===== config.mk =====
export PLATFORM = sky130hd
export DESIGN_NAME = bpmf_ctrl
export DESIGN_NICKNAME = d
export VERILOG_FILES = /design/src/hw/rtl/bpmf_pkg.sv /design/src/hw/rtl/bpmf_ctrl.sv
export VERILOG_INCLUDE_DIRS = /design/src /design/src/hw/rtl
export SDC_FILE = /design/constraint.sdc
export NUM_CORES = 1
export LEC_CHECK = 0
export ABC_CLOCK_PERIOD_IN_PS = 2100
export BUFFER_PORTS_ARGS = -buffer_cell sky130_fd_sc_hd__buf_2
export CELL_PAD_IN_SITES_DETAIL_PLACEMENT = 1
export CELL_PAD_IN_SITES_GLOBAL_PLACEMENT = 1
export CORE_ASPECT_RATIO = 1.25
export CORE_MARGIN = 2
export CORE_UTILIZATION = 35
export CTS_CLUSTER_SIZE = 12
export DETAILED_ROUTE_END_ITERATION = 8
export GPL_ROUTABILITY_DRIVEN = 1
export GPL_TIMING_DRIVEN = 0
export PLACE_DENSITY_LB_ADDON = 0.1
export SYNTH_ARGS = -nofsm -noshare
export SYNTH_HDL_FRONTEND = slang
export SYNTH_SLANG_ARGS = --single-unit

===== constraint.sdc =====
create_clock -name clk_i -period 2.1 [get_ports clk_i]
set_input_delay 0.315 -clock clk_i [delete_from_list [all_inputs] [get_ports clk_i]]
set_output_delay 0.315 -clock clk_i [all_outputs]
set_load 0.01 [all_outputs]

===== src/hw/rtl/bad_pixel_mean_fill_top_defines.svh =====
// Assertion macros shared by the bad pixel fill RTL.
`ifndef BAD_PIXEL_MEAN_FILL_TOP_DEFINES_SVH
`define BAD_PIXEL_MEAN_FILL_TOP_DEFINES_SVH
`ifndef NO_ASSERTIONS
// Check a property on every clock edge outside of reset.
`define BPMF_ASSERT(lbl, clk, rstn, prop) \
  lbl: assert property (@(posedge clk) disable iff (!rstn) prop) \
    else $error("bpmf assertion failed");
// Check a property on every clock edge, reset included.
`define BPMF_ASSERT_ALWAYS(lbl, clk, prop) \
  lbl: assert property (@(posedge clk) prop) \
    else $error("bpmf assertion failed");
`else
`define BPMF_ASSERT(lbl, clk, rstn, prop)
`define BPMF_ASSERT_ALWAYS(lbl, clk, prop)
`endif
`endif


===== src/hw/rtl/bpmf_pkg.sv =====
`timescale 1ns / 1ps
`default_nettype none
package bpmf_pkg;

  localparam int PIXEL_COUNT = 4096;
  localparam int ADDR_W      = $clog2(PIXEL_COUNT);
  localparam int DATA_W      = 32;
  localparam int ACC_W       = 64;
  localparam int FRAC_W      = 16;
  localparam int DVD_W       = ACC_W + FRAC_W;
  localparam int DIV_CNT_W   = $clog2(DVD_W);

  // Opcodes
  localparam logic [1:0] OP_CLEAR   = 2'd0;
  localparam logic [1:0] OP_ACCUM   = 2'd1;
  localparam logic [1:0] OP_REPLACE = 2'd2;
  localparam logic [1:0] OP_UNUSED  = 2'd3;

  // Result status codes
  localparam logic [1:0] STS_OK        = 2'd0;
  localparam logic [1:0] STS_ZERO_FLUX = 2'd1;
  localparam logic [1:0] STS_OVERFLOW  = 2'd2;

  // Multiplier operand select
  localparam logic [1:0] MUL_VAL_FLUX  = 2'd0;
  localparam logic [1:0] MUL_FLUX_FLUX = 2'd1;
  localparam logic [1:0] MUL_FLUX_MEAN = 2'd2;

  // Divider operand select
  localparam logic DIV_PROD = 1'b0;
  localparam logic DIV_MEAN = 1'b1;

  typedef struct packed {
    logic              load;
    logic              mem_rd;
    logic              mul_en;
    logic [1:0]        mul_sel;
    logic              div_start;
    logic              div_sel;
    logic              cap_term;
    logic              cap_ivar;
    logic              cap_mean;
    logic              acc_wr;
    logic              repl_upd;
    logic              clr_op;
    logic              clr_wr;
    logic [ADDR_W-1:0] clr_addr;
    logic              out_load;
  } cmd_t;

  typedef struct packed {
    logic [1:0] op;
    logic       flux_zero;
    logic       good;
    logic       bad;
    logic       div_done;
  } sts_t;

endpackage
`default_nettype wire


===== src/hw/rtl/bpmf_ctrl.sv =====
`timescale 1ns / 1ps
`default_nettype none
`include "bad_pixel_mean_fill_top_defines.svh"
module bpmf_ctrl (
  input  wire logic           clk_i,
  input  wire logic           rst_ni,
  input  wire logic           in_valid_i,
  output logic                in_ready_o,
  output logic                out_valid_o,
  input  wire logic           out_ready_i,
  output bpmf_pkg::cmd_t      cmd_o,
  input  wire bpmf_pkg::sts_t sts_i
);

  localparam logic [3:0] S_CLR   = 4'd0;
  localparam logic [3:0] S_IDLE  = 4'd1;
  localparam logic [3:0] S_DEC   = 4'd2;
  localparam logic [3:0] S_RD    = 4'd3;
  localparam logic [3:0] S_MUL_A = 4'd4;
  localparam logic [3:0] S_GO_A  = 4'd5;
  localparam logic [3:0] S_WT_A  = 4'd6;
  localparam logic [3:0] S_MUL_B = 4'd7;
  localparam logic [3:0] S_GO_B  = 4'd8;
  localparam logic [3:0] S_WT_B  = 4'd9;
  localparam logic [3:0] S_ACC   = 4'd10;
  localparam logic [3:0] S_GO_M  = 4'd11;
  localparam logic [3:0] S_WT_M  = 4'd12;
  localparam logic [3:0] S_MUL_C = 4'd13;
  localparam logic [3:0] S_REPL  = 4'd14;
  localparam logic [3:0] S_FIN   = 4'd15;

  localparam int AW = bpmf_pkg::ADDR_W;

  logic [3:0]    state_q, state_d;
  logic [AW-1:0] clr_cnt_q;
  logic          out_valid_q;

  // Next state and datapath commands
  always_comb begin
    state_d        = state_q;
    cmd_o          = '0;
    cmd_o.clr_addr = clr_cnt_q;
    in_ready_o     = 1'b0;
    unique case (state_q)
      S_CLR: begin
        cmd_o.clr_wr = 1'b1;
        if (clr_cnt_q == AW'(bpmf_pkg::PIXEL_COUNT - 1)) state_d = S_IDLE;
      end
      S_IDLE: begin
        in_ready_o = 1'b1;
        if (in_valid_i) begin
          cmd_o.load = 1'b1;
          state_d    = S_DEC;
        end
      end
      S_DEC: begin
        priority if (sts_i.op == bpmf_pkg::OP_CLEAR) begin
          cmd_o.clr_op = 1'b1;
          state_d      = S_FIN;
        end else if (sts_i.flux_zero) begin
          state_d = S_FIN;
        end else if (sts_i.op == bpmf_pkg::OP_ACCUM && sts_i.good) begin
          state_d = S_RD;
        end else if (sts_i.op == bpmf_pkg::OP_REPLACE && sts_i.bad) begin
          state_d = S_RD;
        end else begin
          state_d = S_FIN;
        end
      end
      S_RD: begin
        cmd_o.mem_rd = 1'b1;
        state_d = (sts_i.op == bpmf_pkg::OP_ACCUM) ? S_MUL_A : S_GO_M;
      end
      S_MUL_A: begin
        cmd_o.mul_en  = 1'b1;
        cmd_o.mul_sel = bpmf_pkg::MUL_VAL_FLUX;
        state_d       = S_GO_A;
      end
      S_GO_A: begin
        cmd_o.div_start = 1'b1;
        cmd_o.div_sel   = bpmf_pkg::DIV_PROD;
        state_d         = S_WT_A;
      end
      S_WT_A: begin
        if (sts_i.div_done) begin
          cmd_o.cap_term = 1'b1;
          state_d        = S_MUL_B;
        end
      end
      S_MUL_B: begin
        cmd_o.mul_en  = 1'b1;
        cmd_o.mul_sel = bpmf_pkg::MUL_FLUX_FLUX;
        state_d       = S_GO_B;
      end
      S_GO_B: begin
        cmd_o.div_start = 1'b1;
        cmd_o.div_sel   = bpmf_pkg::DIV_PROD;
        state_d         = S_WT_B;
      end
      S_WT_B: begin
        if (sts_i.div_done) begin
          cmd_o.cap_ivar = 1'b1;
          state_d        = S_ACC;
        end
      end
      S_ACC: begin
        cmd_o.acc_wr = 1'b1;
        state_d      = S_FIN;
      end
      S_GO_M: begin
        cmd_o.div_start = 1'b1;
        cmd_o.div_sel   = bpmf_pkg::DIV_MEAN;
        state_d         = S_WT_M;
      end
      S_WT_M: begin
        if (sts_i.div_done) begin
          cmd_o.cap_mean = 1'b1;
          state_d        = S_MUL_C;
        end
      end
      S_MUL_C: begin
        cmd_o.mul_en  = 1'b1;
        cmd_o.mul_sel = bpmf_pkg::MUL_FLUX_MEAN;
        state_d       = S_REPL;
      end
      S_REPL: begin
        cmd_o.repl_upd = 1'b1;
        state_d        = S_FIN;
      end
      S_FIN: begin
        if (!out_valid_q || out_ready_i) begin
          cmd_o.out_load = 1'b1;
          state_d        = S_IDLE;
        end
      end
      default: state_d = S_IDLE;
    endcase
  end

  // State, clearing sweep and result valid
  always_ff @(posedge clk_i or negedge rst_ni) begin
    if (!rst_ni) begin
      state_q     <= S_CLR;
      clr_cnt_q   <= '0;
      out_valid_q <= 1'b0;
    end else begin
      state_q <= state_d;
      if (state_q == S_CLR) clr_cnt_q <= clr_cnt_q + 1'b1;
      if (cmd_o.out_load)   out_valid_q <= 1'b1;
      else if (out_ready_i) out_valid_q <= 1'b0;
    end
  end

  assign out_valid_o = out_valid_q;

  `BPMF_ASSERT(a_busy_after_accept, clk_i, rst_ni, (in_valid_i && in_ready_o) |=> !in_ready_o)
  `BPMF_ASSERT(a_no_accept_in_sweep, clk_i, rst_ni, (state_q == S_CLR) |-> !in_ready_o)
  `BPMF_ASSERT(a_result_held, clk_i, rst_ni, (out_valid_o && !out_ready_i) |=> out_valid_o)

endmodule
`default_nettype wire


* Word level (Yosys, flattened, before mapping)
Cells that the tools add are included.
Word-level totals: flip-flop bits (word level) 17, bits in latches 0, RAM bits 0, ROM bits 0, input bits 10, output and inout port bits 29, logic and storage cells 69, memories 0
Cells by class: add/subtract/negate cells 1, multiply operators 0, div/mod/pow operators 0, order comparisons 0, equality and inequality tests 24, shifts and indexed selects 0, multiplexer cells 31, bitwise gates (word level) 0, reduce and logical (&&, ||, !) cells 10
Operators with widths (number):
- $pmux 4 s15 | 1
- $mux 4 | 11
- $eq 4x4->1 const B | 8
- $mux 1 | 17
- $eq 4x3->1 const B | 4
- $add 12x1->12 const B | 1
- $eq 12x12->1 const B | 1
- $ne 2x2->1 const B | 6
- $pmux 3 s3 | 1
- $eq 4x2->1 const B | 2
- $reduce_and 6->1 | 1
- $eq 4x1->1 const B | 1
- $logic_not 4->1 | 1
- $pmux 2 s2 | 1
- $reduce_or 2->1 | 2
- $eq 2x1->1 const B | 1
- $eq 2x2->1 const B | 1
- $logic_and 1x1->1 | 2
- $logic_not 2->1 | 1
- $reduce_bool 2->1 | 1
- $logic_not 1->1 | 1
- $logic_or 1x1->1 | 1

* Logic depth before layout (Yosys ltp)
word-level depth 7, mapped depth 7, mapped depth without buffers 5

* Least setup slack after synthesis
OpenSTA, ideal clock, no wires.
path type reg-to-output, start point reg state_q[0], end point out cmd_o[26] (netlist name), arrival time 1434 ps, required time 1785 ps, path slack 351 ps, stages on the path, launching flop included 6, path buffers 2, path through dfrtp_1 -> buf_2 -> buf_1 -> nand2_1 -> nor2_1 -> and2_1
RTL lines:
- start, declared | RTL line bpmf_ctrl.sv:34 | logic [3:0] state_q, state_d;
- start signal, assigned | RTL line bpmf_ctrl.sv:147 | state_q <= state_d;
- end, declared | RTL line bpmf_ctrl.sv:11 | output bpmf_pkg::cmd_t cmd_o,

==> flow_summary.toml <==
[setup_path]
r2r_end = "state_q[0]"
timing.rr.start = "state_q[0]"
criticalPathCategory = "flip-flop to output port"
crit_path_end_kind = "output port"
cp.arrival_ns = 1.66
rrSetupSlack_ns = 0.25
worstSetupStartpointType = "flip-flop"
path_max_fanout = 10
worstRegToRegCells = 6
critPathRequiredTime_ns = 1.78

[die]
die_h_um = 67.67
core.rowCount = 23
fp.dieW_um = 54.93
start_util_pct = 35.85
coreArea_um2 = 3166
design.portCount = 39
design.die.area_um2 = 3717

[cts]
cts.sink_count = 17
htree_num_levels = 1
cts_tree = "done"
cts_max_path_buffers = 2
clkTransAtPathRegs_ns = 0.06
clk_latency_ns = 0.25
ctsRootBufferMaster = "clkbuf_8"
cts_made_buffers = 3

[grt]
antenna_found_initial = 0
grt_max_degree = 18
first_global_vias = 1154
overflow = 0
grt_pass1_wl_um = 5195
grt_util_all_layers_pct = 19.53

[placement]
dpl_cell_area_um2 = 1371
placed_cells = 201
dp_hpwl_um = 2459
port-buffer-count = 38
gp_congestion = 0.7261

[layout]
fin_nets = 181
layout-drive-gt1-share_pct = 33.14
syn_to_final_growth_pct = 27.45
diodes = 0
stdcell_count = 206
stdcell_area_um2 = 1446
final_util_pct = 45.69
num-fill-cells = 402

[sta]
rsz0062_at_grt = "no"
finalSetupViolCount = 0
maxSlewHeadroom_pct = 57.93
slew_viol_final = 0
hold_viol = 0
max_freq_mhz = 505.6
period_share_pct = 94.19
tightest_slew_ns = 0.6263
post-route-min-period_ns = 1.978
tns_ns = 0
fin_skew_ns = 0.003732

[min_path]
hold_depth = 3
hold_end = "out_valid_o"
hold_path_startpoint = "out_ready_i"
hold_class = "primary input to flip-flop"

[yosys]
yosys_warnings = 0
netlist_top_cells_count = "dfrtp_1 (17), nand2_1 (12), nor2_1 (8), xnor2_1 (8), buf_2 (6)"
synth_area_leader_cell = "dfrtp_1"
synthMostInstantiatedCell = "dfrtp_1"
syn_nets = 137
syn_area_per_cell_um2 = 9.007
synth-adder-area-share_pct = 1.103
synth-edff-count = 0
ys_seq_area_share_pct = 37.49
synth_top_family_by_area = "simple AND/OR/NAND/NOR gates"
ys_seq_elements = 17
async_reset_ff_share_pct = 100.0
synthMuxAreaShare_pct = 1.874
postSynthCellCount = 126
synthSimpleGateAreaFrac_pct = 31.20
synth_compound_area_share_pct = 13.78
syn_area_um2 = 1135
yosysTopAreaCellShare_pct = 37.49
synth.distinct_cells = 45
synthTopCellsByArea = "dfrtp_1 (37%), xnor2_1 (6.2%), nand2_1 (4.0%), xor2_1 (3.1%), buf_2 (2.6%)"
yosys_most_used_dff = "dfrtp_1"
synth_xor_area_share_pct = 9.261

[pwr]
p_per_area_nw_per_um2 = 1325
p_leak_nw = 0.7241
peakVddDrop_mv = 0.6768

[route]
num_vias = 1105
drt_iter0_drc = 18
drtAntennaViolNets = 0
wl_um = 3159
routedWlPerCell_um = 15.33
drc = 0
drtPass1Iterations = 4
via_per_inst = 5.364

[status]
status = "finished, final reports clean"

[run]
maxCapViolations = 0
==> what timing repair did <==
action,4_1_cts,5_1_grt
endpoints found under the hold margin,17,0
gates resized for setup,3,5
hold buffers,1,0
setup endpoints to repair,6,3
pin swaps,0,0
cloned,0,0
buffers inserted,0,0
==> registers in the layout, indices dropped and copies added, names as in the netlist <==
signal	cells
clr_cnt_q	12
out_valid_o	1
state_q	4
==> power breakdown <==
| part | internal, mW | switching [mW] | total [mW] |
|---|---|---|---|
| Combinational | 0.483 | 0.700 | 1.18 |
| Clock | 0.134 | 0.102 | 0.236 |
| Sequential | 0.418 | 0.0790 | 0.497 |
| Total | 1.04 | 0.881 | 1.92 |
==> critical path, stage by stage (launching register included) <==
cell      delay, ns
dfrtp_1        0.42
clkbuf_4       0.20
buf_4          0.18
nand2_2        0.13
nand2_1        0.09
mux2i_1        0.13
and2_1         0.14
buf_2          0.12
==> metrics by stage <==
stage                     setup WS [ns]  hold WS (ns)  power (mW)
after floorplan                  0.3513       0.01941       1.298
after global placement          0.09317        0.2563       1.618
final                            0.1220        0.3605       1.916
after detailed placement        0.03336        0.2614       1.649
after global routing            0.02068        0.4027       2.092
after CTS                       0.04012        0.3643       1.906
==> worst max path at each step <==
stage	slack (ns)	cells past startpoint	startpoint	endpoint
finish	0.12	7	state_q[0]	cmd_o[24]
detailed placement	0.03	7	state_q[0]	cmd_o[24]
global route	0.02	7	state_q[0]	cmd_o[24]
floorplan	0.35	5	state_q[0]	cmd_o[26]
CTS	0.04	6	state_q[2]	cmd_o[26]
global placement	0.09	7	state_q[0]	cmd_o[24]
==> cell families (layout without fill, tap and decap cells) <==
| logic type | count (synthesis) | after routing |
|---|---|---|
| DFF | 17 | 17 |
| xor gates and xnor gates | 12 | 12 |
| muxes | 2 | 2 |
| buffers and inverters | 12 | 55 |
| AOI/OAI and AO/OA | 24 | 24 |
| adders and majority gates | 1 | 1 |
| and+or+nand+nor | 58 | 58 |
==> metal layers <==
layer	global-route usage, %	wire length (µm)	vias up
met5	0	0	-
met4	11.59	46	0
met3	1.327	136	4
met2	36.01	1711	31
met1	20.83	1265	538
li1	-	-	532
==> area by class of cell <==
cell class / count / area, µm² / area share [%]
multi-input combinational: 97 / 656.9 / 45.42
sequential: 17 / 425.4 / 29.41
timing repair buffer: 39 / 200.2 / 13.84
buffer: 8 / 57.56 / 3.979
tap: 37 / 46.29 / 3.201
clock buffer: 4 / 45.04 / 3.114
inverter: 4 / 15.01 / 1.038
==> cells in the final DEF, fill, tap and decap left out, types with 4 or more instances in the layout <==
cell type  instances
and3_1             4
o21ai_0            4
nand3_1            5
xnor2_1            8
inv_1              4
nor2_1             7
dfrtp_1           17
nand2b_1           4
a21oi_1            5
nand2_1           11
buf_2             42
xor2_1             4
No activity file was read; power rests on OpenSTA's default activity.
